<file path="src/rtl/core/ppad_pkg.sv">
`default_nettype none

package ppad_pkg;

  localparam int unsigned SampleWidth = 8;
  localparam int unsigned CountWidth  = 8;
  localparam int unsigned LimitWidth  = 7;
  localparam int unsigned CfgIdxWidth = 3;
  localparam int unsigned CfgDataWidth = 8;

  localparam logic [SampleWidth-1:0] MinReset = 8'd255;
  localparam logic [SampleWidth-1:0] MaxReset = 8'd0;

  localparam logic [7:0]                   SpreadHighReset = 8'd6;
  localparam logic [7:0]                   SpreadLowReset  = 8'd2;
  localparam logic [7:0]                   WindowLastReset = 8'd25;
  localparam logic [LimitWidth-1:0]        CountLimitReset = 7'd20;
  localparam logic signed [CountWidth-1:0] OnLevelReset    = 8'sd10;
  localparam logic signed [CountWidth-1:0] OffLevelReset   = -8'sd10;
  localparam logic signed [CountWidth-1:0] StartCountReset = -8'sd5;

  typedef enum logic [CfgIdxWidth-1:0] {
    CFG_SPREAD_HIGH = 3'd0,
    CFG_SPREAD_LOW  = 3'd1,
    CFG_WINDOW_LAST = 3'd2,
    CFG_COUNT_LIMIT = 3'd3,
    CFG_ON_LEVEL    = 3'd4,
    CFG_OFF_LEVEL   = 3'd5,
    CFG_START_COUNT = 3'd6
  } cfg_idx_e;

endpackage

`default_nettype wire

</file>
<file path="src/rtl/core/peak_to_peak_activity_detector.sv">
// Peak-to-peak activity detector.
// Input channel: in_valid_i / in_ready_o with one 8-bit sample_i per transfer.
// Output channel: out_valid_o / out_ready_i with one active_o bit per transfer,
// the activity level after the matching sample, in input order.
// Each input transfer lands in an input register; when the output register is
// free or being read, the running minimum, maximum, window counter, activity
// counter and level update in one pass and the result appears in the output
// register. While the receiver does not stall, throughput is one sample per
// cycle, set by the state update feeding itself.
// When the receiver stalls, the output holds and the input register can still
// take one more sample; only then does in_ready_o fall.
// Configuration writes (cfg_we_i, cfg_idx_i, cfg_wdata_i) take effect at the
// clock edge and are meant for idle periods; writing start_count loads the
// activity counter; no copy is stored. Unknown indexes are ignored.
// Reset (rst_ni low, asynchronous) restores all registers but sample_q to their
// defaults, empties both stages, sets the minimum to 255, the maximum and window
// count to zero, the counter to the start_count default and the level to idle.
`default_nettype none

module peak_to_peak_activity_detector (
  input  wire logic                                 clk_i,
  input  wire logic                                 rst_ni,
  input  wire logic                                 in_valid_i,
  output logic                                      in_ready_o,
  input  wire logic [ppad_pkg::SampleWidth-1:0]     sample_i,
  output logic                                      out_valid_o,
  input  wire logic                                 out_ready_i,
  output logic                                      active_o,
  input  wire logic                                 cfg_we_i,
  input  wire logic [ppad_pkg::CfgIdxWidth-1:0]     cfg_idx_i,
  input  wire logic [ppad_pkg::CfgDataWidth-1:0]    cfg_wdata_i
);
  import ppad_pkg::*;

  logic [7:0]                   spread_high_q, spread_low_q, window_last_q;
  logic [LimitWidth-1:0]        count_limit_q;
  logic signed [CountWidth-1:0] on_level_q, off_level_q;

  logic                         in_valid_q;
  logic [SampleWidth-1:0]       sample_q;
  logic                         out_valid_q;

  logic [SampleWidth-1:0]       run_min_q, run_min_d;
  logic [SampleWidth-1:0]       run_max_q, run_max_d;
  logic [7:0]                   window_count_q, window_count_d;
  logic signed [CountWidth-1:0] activity_count_q, activity_count_d;
  logic                         level_q, level_d;

  logic                         advance;
  logic [SampleWidth-1:0]       new_min, new_max;
  logic signed [SampleWidth:0]  spread;
  logic                         step_up, step_down;
  logic signed [CountWidth:0]   count_wide, limit_pos, limit_neg;
  logic [7:0]                   window_next;
  logic                         window_end;

  assign advance     = in_valid_q && (!out_valid_q || out_ready_i);
  assign in_ready_o  = !in_valid_q || advance;
  assign out_valid_o = out_valid_q;
  assign active_o    = level_q;

  always_comb begin
    new_max = (sample_q > run_max_q) ? sample_q : run_max_q;
    new_min = (sample_q < run_min_q) ? sample_q : run_min_q;
    spread  = $signed({1'b0, new_max}) - $signed({1'b0, new_min});
    step_up   = spread >= $signed({1'b0, spread_high_q});
    step_down = !step_up && (spread < $signed({1'b0, spread_low_q}));

    limit_pos  = $signed({2'b00, count_limit_q});
    limit_neg  = -limit_pos;
    count_wide = {activity_count_q[CountWidth-1], activity_count_q};
    if (step_up) begin
      count_wide = count_wide + 9'sd1;
      if (count_wide > limit_pos) begin
        count_wide = limit_pos;
      end
    end else if (step_down) begin
      count_wide = count_wide - 9'sd1;
      if (count_wide < limit_neg) begin
        count_wide = limit_neg;
      end
    end
    activity_count_d = count_wide[CountWidth-1:0];

    window_next = window_count_q + 8'd1;
    window_end  = window_next > window_last_q;
    if (window_end) begin
      window_count_d = '0;
      run_min_d      = MinReset;
      run_max_d      = MaxReset;
    end else begin
      window_count_d = window_next;
      run_min_d      = new_min;
      run_max_d      = new_max;
    end

    if (activity_count_d > on_level_q) begin
      level_d = 1'b1;
    end else if (activity_count_d < off_level_q) begin
      level_d = 1'b0;
    end else begin
      level_d = level_q;
    end
  end

  always_ff @(posedge clk_i or negedge rst_ni) begin
    if (!rst_ni) begin
      in_valid_q  <= 1'b0;
      out_valid_q <= 1'b0;
    end else begin
      if (in_ready_o) begin
        in_valid_q <= in_valid_i;
      end
      if (advance) begin
        out_valid_q <= 1'b1;
      end else if (out_ready_i) begin
        out_valid_q <= 1'b0;
      end
    end
  end

  always_ff @(posedge clk_i) begin
    if (in_valid_i && in_ready_o) begin
      sample_q <= sample_i;
    end
  end

  always_ff @(posedge clk_i or negedge rst_ni) begin
    if (!rst_ni) begin
      spread_high_q    <= SpreadHighReset;
      spread_low_q     <= SpreadLowReset;
      window_last_q    <= WindowLastReset;
      count_limit_q    <= CountLimitReset;
      on_level_q       <= OnLevelReset;
      off_level_q      <= OffLevelReset;
      window_count_q   <= '0;
      activity_count_q <= StartCountReset;
      run_min_q        <= MinReset;
      run_max_q        <= MaxReset;
      level_q          <= 1'b0;
    end else begin
      if (advance) begin
        window_count_q   <= window_count_d;
        activity_count_q <= activity_count_d;
        run_min_q        <= run_min_d;
        run_max_q        <= run_max_d;
        level_q          <= level_d;
      end
      if (cfg_we_i) begin
        case (cfg_idx_e'(cfg_idx_i))
          CFG_SPREAD_HIGH: spread_high_q <= cfg_wdata_i;
          CFG_SPREAD_LOW:  spread_low_q  <= cfg_wdata_i;
          CFG_WINDOW_LAST: window_last_q <= cfg_wdata_i;
          CFG_COUNT_LIMIT: count_limit_q <= cfg_wdata_i[LimitWidth-1:0];
          CFG_ON_LEVEL:    on_level_q    <= $signed(cfg_wdata_i);
          CFG_OFF_LEVEL:   off_level_q   <= $signed(cfg_wdata_i);
          CFG_START_COUNT: activity_count_q <= $signed(cfg_wdata_i);
          default: ;
        endcase
      end
    end
  end

`ifndef NO_ASSERTIONS
  a_stall_only_when_full: assert property (@(posedge clk_i) disable iff (!rst_ni)
    !in_ready_o |-> (in_valid_q && out_valid_q && !out_ready_i))
    else $error("input stalled while a stage was free");

  a_window_in_range: assert property (@(posedge clk_i) disable iff (!rst_ni)
    (advance && !cfg_we_i) |=> (window_count_q <= window_last_q))
    else $error("window count past its last value after an update");

  a_count_upper_clamp: assert property (@(posedge clk_i) disable iff (!rst_ni)
    (advance && step_up && !cfg_we_i) |=>
      (activity_count_q <= $signed({1'b0, count_limit_q})))
    else $error("activity counter above its limit after a step up");

  a_result_follows_step: assert property (@(posedge clk_i) disable iff (!rst_ni)
    advance |=> out_valid_q)
    else $error("no result after an update");
`endif

endmodule

`default_nettype wire
</file>
<file path="config.mk">
export PLATFORM = sky130hd
export DESIGN_NAME = peak_to_peak_activity_detector
export DESIGN_NICKNAME = d
export VERILOG_FILES = /design/src/rtl/core/ppad_pkg.sv /design/src/rtl/core/peak_to_peak_activity_detector.sv
export SDC_FILE = /design/constraint.sdc
export NUM_CORES = 1
export LEC_CHECK = 0
export ABC_AREA = 1
export ABC_CLOCK_PERIOD_IN_PS = 6200
export BUFFER_PORTS_ARGS = -buffer_cell sky130_fd_sc_hd__buf_2
export CORE_ASPECT_RATIO = 0.5
export CORE_MARGIN = 3
export CORE_UTILIZATION = 55
export DETAILED_ROUTE_END_ITERATION = 16
export PLACE_DENSITY_LB_ADDON = 0.1
export SLEW_MARGIN = 10
export SYNTH_ARGS = -nofsm -noshare
export SYNTH_HDL_FRONTEND = slang
export SYNTH_SLANG_ARGS = --single-unit
</file>
<file path="constraint.sdc">
create_clock -name clk_i -period 6.2 [get_ports clk_i]
set_clock_uncertainty 0.05 [all_clocks]
set_input_delay 0 -clock clk_i [delete_from_list [all_inputs] [get_ports clk_i]]
set_output_delay 0 -clock clk_i [all_outputs]
set_load 0.02 [all_outputs]
</file>
==> impl_metrics.toml, run 1 <==
[detailed_routing]
vias = 5375
ant_nets = 0
wire_per_inst_microns = 14.3
drt_iter0_drc = 295
wl_microns = 14400
firstDrtPassIters = 5
drc = 0
drt-vias-per-instance = 5.32

[worst_setup_path]
regToRegSetupSlack_ps = 390
path_class = "reg -> reg"
worst_r2r_path_depth = 37
r2r-end = "active_o"
slowest_delay_ps = 400
worstSetupStartpointType = "register"
cp-endpoint = "active_o"
worstReg2RegStart = "sample_q[3]"
cp_data_arrival_time_ps = 5990
cp_slowest_cell = "edfxtp_1"
startpoint = "sample_q[3]"
cp_max_fo = 8
required_ps = 6380
critPathCaptureType = "register"
cp_common_cell = "nand2_1"

[clock_tree]
cts_tree = "done"
root_buffer = "clkbuf_16"
path_clk_slew_ps = 70
clock_sinks = 90
htree_levels = 3
cts_made_buffers = 9
max-clock-path-buffers = 2
insertion_delay_ps = 340

[yosys]
synth_area_sq_um = 6280
synth_top_family_by_area = "simple AND/OR/NAND/NOR gates"
synth_fa_ha_area_share_pct = 16.3
syn_nets = 912
synth_xor_area_share_pct = 2.79
synth_compound_area_share_pct = 17.2
synth_cell_type_count = 41
synthSimpleGateAreaFrac_pct = 17.4
netlist_instances = 807
synth_mux_area_share_pct = 0
yosys_register_bits = 90
yosys_warnings = 0
yosysSeqAreaShare_pct = 37.1
syn-mean-instance-area_sq_um = 7.78

[cells_and_area]
drive_above_1_share_pct = 15.6
multi_input_area_sq_um = 3510
syn_to_final_growth_pct = 16.5
final_common_cell = "nand2_1"
antenna_cells = 0
regArea_sq_um = 2330
n_fill_cell = 866
final_cell_mix = "nand2_1, inv_1, o21ai_0"
final_nets = 971

[timing]
min_period_ps = 5810
setup_viol = 0
drv_slew = 0
worst_slew_pin_slew_ps = 1050
fin_crit_sh_pct = 93.8
slew_headroom_pct = 30.2
fmax_ghz = 0.172
final-hold-violation-count = 0
holdWs_ps = 15.9

[global_routing]
antenna_found_initial = 0
globalRouteTotalUtil_pct = 23.5
grt_overflow = 0
grt_pass1_vias = 5156
grt_pass1_wl_microns = 24100
grt_max_degree = 83

[job]
drv_cap = 0

[floorplan]
initial_core_util_pct = 58.9
dieWidth_microns = 157
die_area_sq_um = 12800
die_h_microns = 81.6
core_sq_um = 10700
row_count = 26
boundaryPins = 27

[placed_design]
portBuffers = 26
dp_hpwl_microns = 10400
gp_congestion = 0.923

[min_path]
min_path_type = "in -> reg"

[status]
status = "finished, final reports clean"
-- sequential cells by signal, summed over array words and instances, names as in the netlist --
signal	cells
run_min_q	8
count_limit_q	7
run_max_q	8
active_o	1
sample_q	8
on_level_q	8
window_count_q	8
window_last_q	8
out_valid_o	1
spread_high_q	8
spread_low_q	8
activity_count_q	8
in_valid_q	1
off_level_q	8
-- synth_stat cells, drive strengths merged --
| cell type | count | area (sq um) |
|---|---|---|
| a211oi | 1 | 7.51 |
| a21boi | 1 | 7.51 |
| a21o | 1 | 7.51 |
| a21oi | 60 | 300 |
| a22o | 2 | 17.5 |
| a22oi | 17 | 128 |
| a31oi | 1 | 6.26 |
| buf | 5 | 30.0 |
| clkbuf | 13 | 48.8 |
| clkinv | 1 | 3.75 |
| dfrtp | 51 | 1280 |
| dfstp | 31 | 815 |
| edfxtp | 8 | 240 |
| fa | 1 | 20.0 |
| ha | 80 | 1000 |
| inv | 132 | 495 |
| nand2 | 192 | 728 |
| nand3 | 26 | 135 |
| nand3b | 2 | 15.0 |
| nand4 | 3 | 18.8 |
| nor2 | 37 | 146 |
| nor3 | 7 | 40.0 |
| o211ai | 5 | 37.5 |
| o21a | 1 | 7.51 |
| o21ai | 100 | 504 |
| o21bai | 1 | 7.51 |
| o22ai | 4 | 25.0 |
| o41ai | 2 | 25.0 |
| or2 | 2 | 12.5 |
| xnor2 | 5 | 43.8 |
| xor2 | 15 | 131 |
-- repair_timing --
action                                  4_1_cts  5_1_grt
cloned                                        0        1
pin swaps                                     0       13
hold buffers                                 14        0
endpoints found under the hold margin        67        0
resized for setup                             1       33
endpoints found under the setup margin        1        1
buffers inserted                              0       12
-- area by class of cell --
| cell class | instances | share of cell area, % |
|---|---|---|
| tap | 140 | 2.39 |
| timing repair buffer | 65 | 6.29 |
| clock inverter | 5 | 1.16 |
| inverter | 133 | 6.85 |
| multi-input combinational | 567 | 48.0 |
| clock buffer | 11 | 3.47 |
| sequential | 90 | 31.8 |
-- stage by stage --
stage | worst slack, ps | utilization [%] | TNS [ps] | instances | instance area (sq um)
floorplan | 739 | - | 0 | 807 | 6280
global placement | 15.0 | 61.9 | 0 | 968 | 6610
detailed placement | -150 | 61.9 | -150 | 968 | 6610
CTS | 106 | 66.5 | 0 | 998 | 7100
global route | -87.6 | 68.6 | -87.6 | 1011 | 7320
finish | 386 | 68.6 | 0 | 1011 | 7320
-- kinds of logic (layout without fill, tap and decap cells) --
group,after synthesis,count (layout)
compound gates,196,197
xor+xnor,20,20
fa+ha+maj,81,81
buf+inv,151,214
flops,90,90
simple gates,269,269
-- layer usage --
layer	track usage, %	up-vias	share of wire, %
li1	-	2781	-
met1	32.1	2431	48
met3	4.47	25	5.6
met2	39.1	138	45
met4	6.15	0	1.6
met5	0	-	0
-- how the worst min path moves through the flow --
| stage | startpoint | end | slack (ps) | cells after the start |
|---|---|---|---|---|
| finish | cfg_wdata_i[5] | window_last_q[5] | 20 | 3 |
| global route | cfg_wdata_i[6] | window_last_q[6] | 50 | 3 |
| CTS | cfg_wdata_i[5] | window_last_q[5] | 10 | 3 |
| detailed placement | sample_i[6] | sample_q[6] | 130 | 1 |
| global placement | sample_i[3] | sample_q[3] | 130 | 1 |
| floorplan | rst_ni | active_o | -350 | 0 |
-- critical path: cells and delay by family, from the launching register on --
family | cells | cell delay, ps
and+or+nand+nor | 13 | 1150
adders and majority gates | 4 | 1180
xor gates and xnor gates | 1 | 140
buffers and inverters | 2 | 340
DFF | 1 | 400
AOI/OAI and AO/OA | 17 | 2430
Power of run 1 is left out: the tool's default activity adds up to more than one toggle a clock period on the data nets, which glitch-free logic cannot reach.
==> run 2: changes to the inputs <==
Settings changed: CELL_PAD_IN_SITES_DETAIL_PLACEMENT from default to 1, CELL_PAD_IN_SITES_GLOBAL_PLACEMENT from default to 1, CORE_UTILIZATION 55 to 47, HOLD_SLACK_MARGIN from default to 0.05.
==> run 2 against run 1 <==
Core utilization is 10 points lower. Die area is 16% higher. Via count is 6.3% higher. Hold slack better by 45 ps. Global-route usage is 1.8 points higher. Final area is 2.4% higher. Critical path type unchanged. Critical endpoint unchanged. Largest cell class unchanged. Highest routed layer unchanged.
==> impl_metrics.toml, run 2 (synthesis gave the netlist of run 1 again) <==
[status]
status = "finished, final reports clean"

[timing]
min_period_ps = 5980
worst_slew_pin_slew_ps = 1060
holdWs_ps = 60.7
setup_viol = 0
drv_slew = 0
final-hold-violation-count = 0
fmax_ghz = 0.167
fin_crit_sh_pct = 96.5
slew_headroom_pct = 29.1

[floorplan]
boundaryPins = 27
die_area_sq_um = 14900
dieWidth_microns = 170
row_count = 29
die_h_microns = 87.8
initial_core_util_pct = 48.9
core_sq_um = 12800

[clock_tree]
htree_levels = 3
clock_sinks = 90
root_buffer = "clkbuf_16"
cts_tree = "done"
max-clock-path-buffers = 2
cts_made_buffers = 9
path_clk_slew_ps = 70
insertion_delay_ps = 350

[worst_setup_path]
cp_slowest_cell = "edfxtp_1"
required_ps = 6370
worst_r2r_path_depth = 41
cp_common_cell = "nand2_1"
r2r-end = "active_o"
cp-endpoint = "active_o"
cp_max_fo = 6
regToRegSetupSlack_ps = 220
slowest_delay_ps = 400
path_class = "reg -> reg"
worstSetupStartpointType = "register"
worstReg2RegStart = "sample_q[1]"
cp_data_arrival_time_ps = 6150
critPathCaptureType = "register"
startpoint = "sample_q[1]"

[detailed_routing]
wire_per_inst_microns = 18.4
drt-vias-per-instance = 5.44
drt_iter0_drc = 253
firstDrtPassIters = 5
drc = 0
vias = 5712
ant_nets = 0
wl_microns = 19300

[global_routing]
globalRouteTotalUtil_pct = 25.3
grt_pass1_wl_microns = 29900
grt_overflow = 0
grt_pass1_vias = 6064
grt_max_degree = 60
antenna_found_initial = 0

[placed_design]
portBuffers = 26
dp_hpwl_microns = 13000
gp_congestion = 0.843

[cells_and_area]
antenna_cells = 0
syn_to_final_growth_pct = 19.3
drive_above_1_share_pct = 18.3
final_nets = 980
final_cell_mix = "nand2_1, inv_1, o21ai_0"
final_common_cell = "nand2_1"

[job]
drv_cap = 0

[min_path]
min_path_type = "in -> async"
[run 2: worst min-delay path by stage]
stage,slack [ps],depth (start not counted),endpoint,start
global route,80,2,count_limit_q[1],rst_ni
floorplan,-350,0,active_o,rst_ni
detailed placement,-130,1,count_limit_q[6],rst_ni
CTS,50,2,on_level_q[7],rst_ni
finish,60,2,on_level_q[7],rst_ni
global placement,-140,1,count_limit_q[6],rst_ni
[run 2: cell type report]
type	instances	area, sq um
Timing Repair Buffer	74	536
Fill cell	1568	5350
Clock inverter	3	41.3
Clock buffer	13	240
Inverter	133	502
Sequential cell	90	2330
Tap cell	170	213
Multi-Input combinational cell	567	3630
[run 2: through the flow]
step                      cell area, sq um  utilization, %  TNS, ps  std cells  setup slack, ps
after detailed placement              6670            51.9     -555       1001             -555
final                                 7500            58.4        0       1050              220
after global routing                  7500            58.4     -187       1050             -187
after global placement                6670            51.9     -159       1001             -159
after floorplan                       6280               -        0        807              739
after CTS                             7160            55.8        0       1038             40.4
[run 2: per-layer routing]
metal  track usage [%]  vias up  part of all wire, %  wire length, microns
met4              5.49        0                  2.0                   384
met3              4.06       36                  2.7                   520
met5                 0        -                    0                     0
met2              46.6       90                   50                  9620
li1                  -     2789                    -                     -
met1              31.8     2797                   45                  8750
[run 2: what timing repair did]
item / in CTS / in global routing
resized for setup: 4 / 59
gates cloned: 0 / 1
setup endpoints to repair: 1 / 1
hold buffers: 17 / 0
pin swaps: 1 / 23
hold endpoints to repair: 46 / 0
buffers inserted: 4 / 11
[run 2: worst max-delay path: cells and delay by family, from the launching register on]
kind / cells / cell delay [ps]
DFF: 1 / 400
and+or+nand+nor: 18 / 1460
buffers and inverters: 4 / 570
adders and majority gates: 4 / 1110
xor gates and xnor gates: 1 / 100
AOI/OAI and AO/OA: 14 / 2160
Power of run 2 is left out for the same reason.
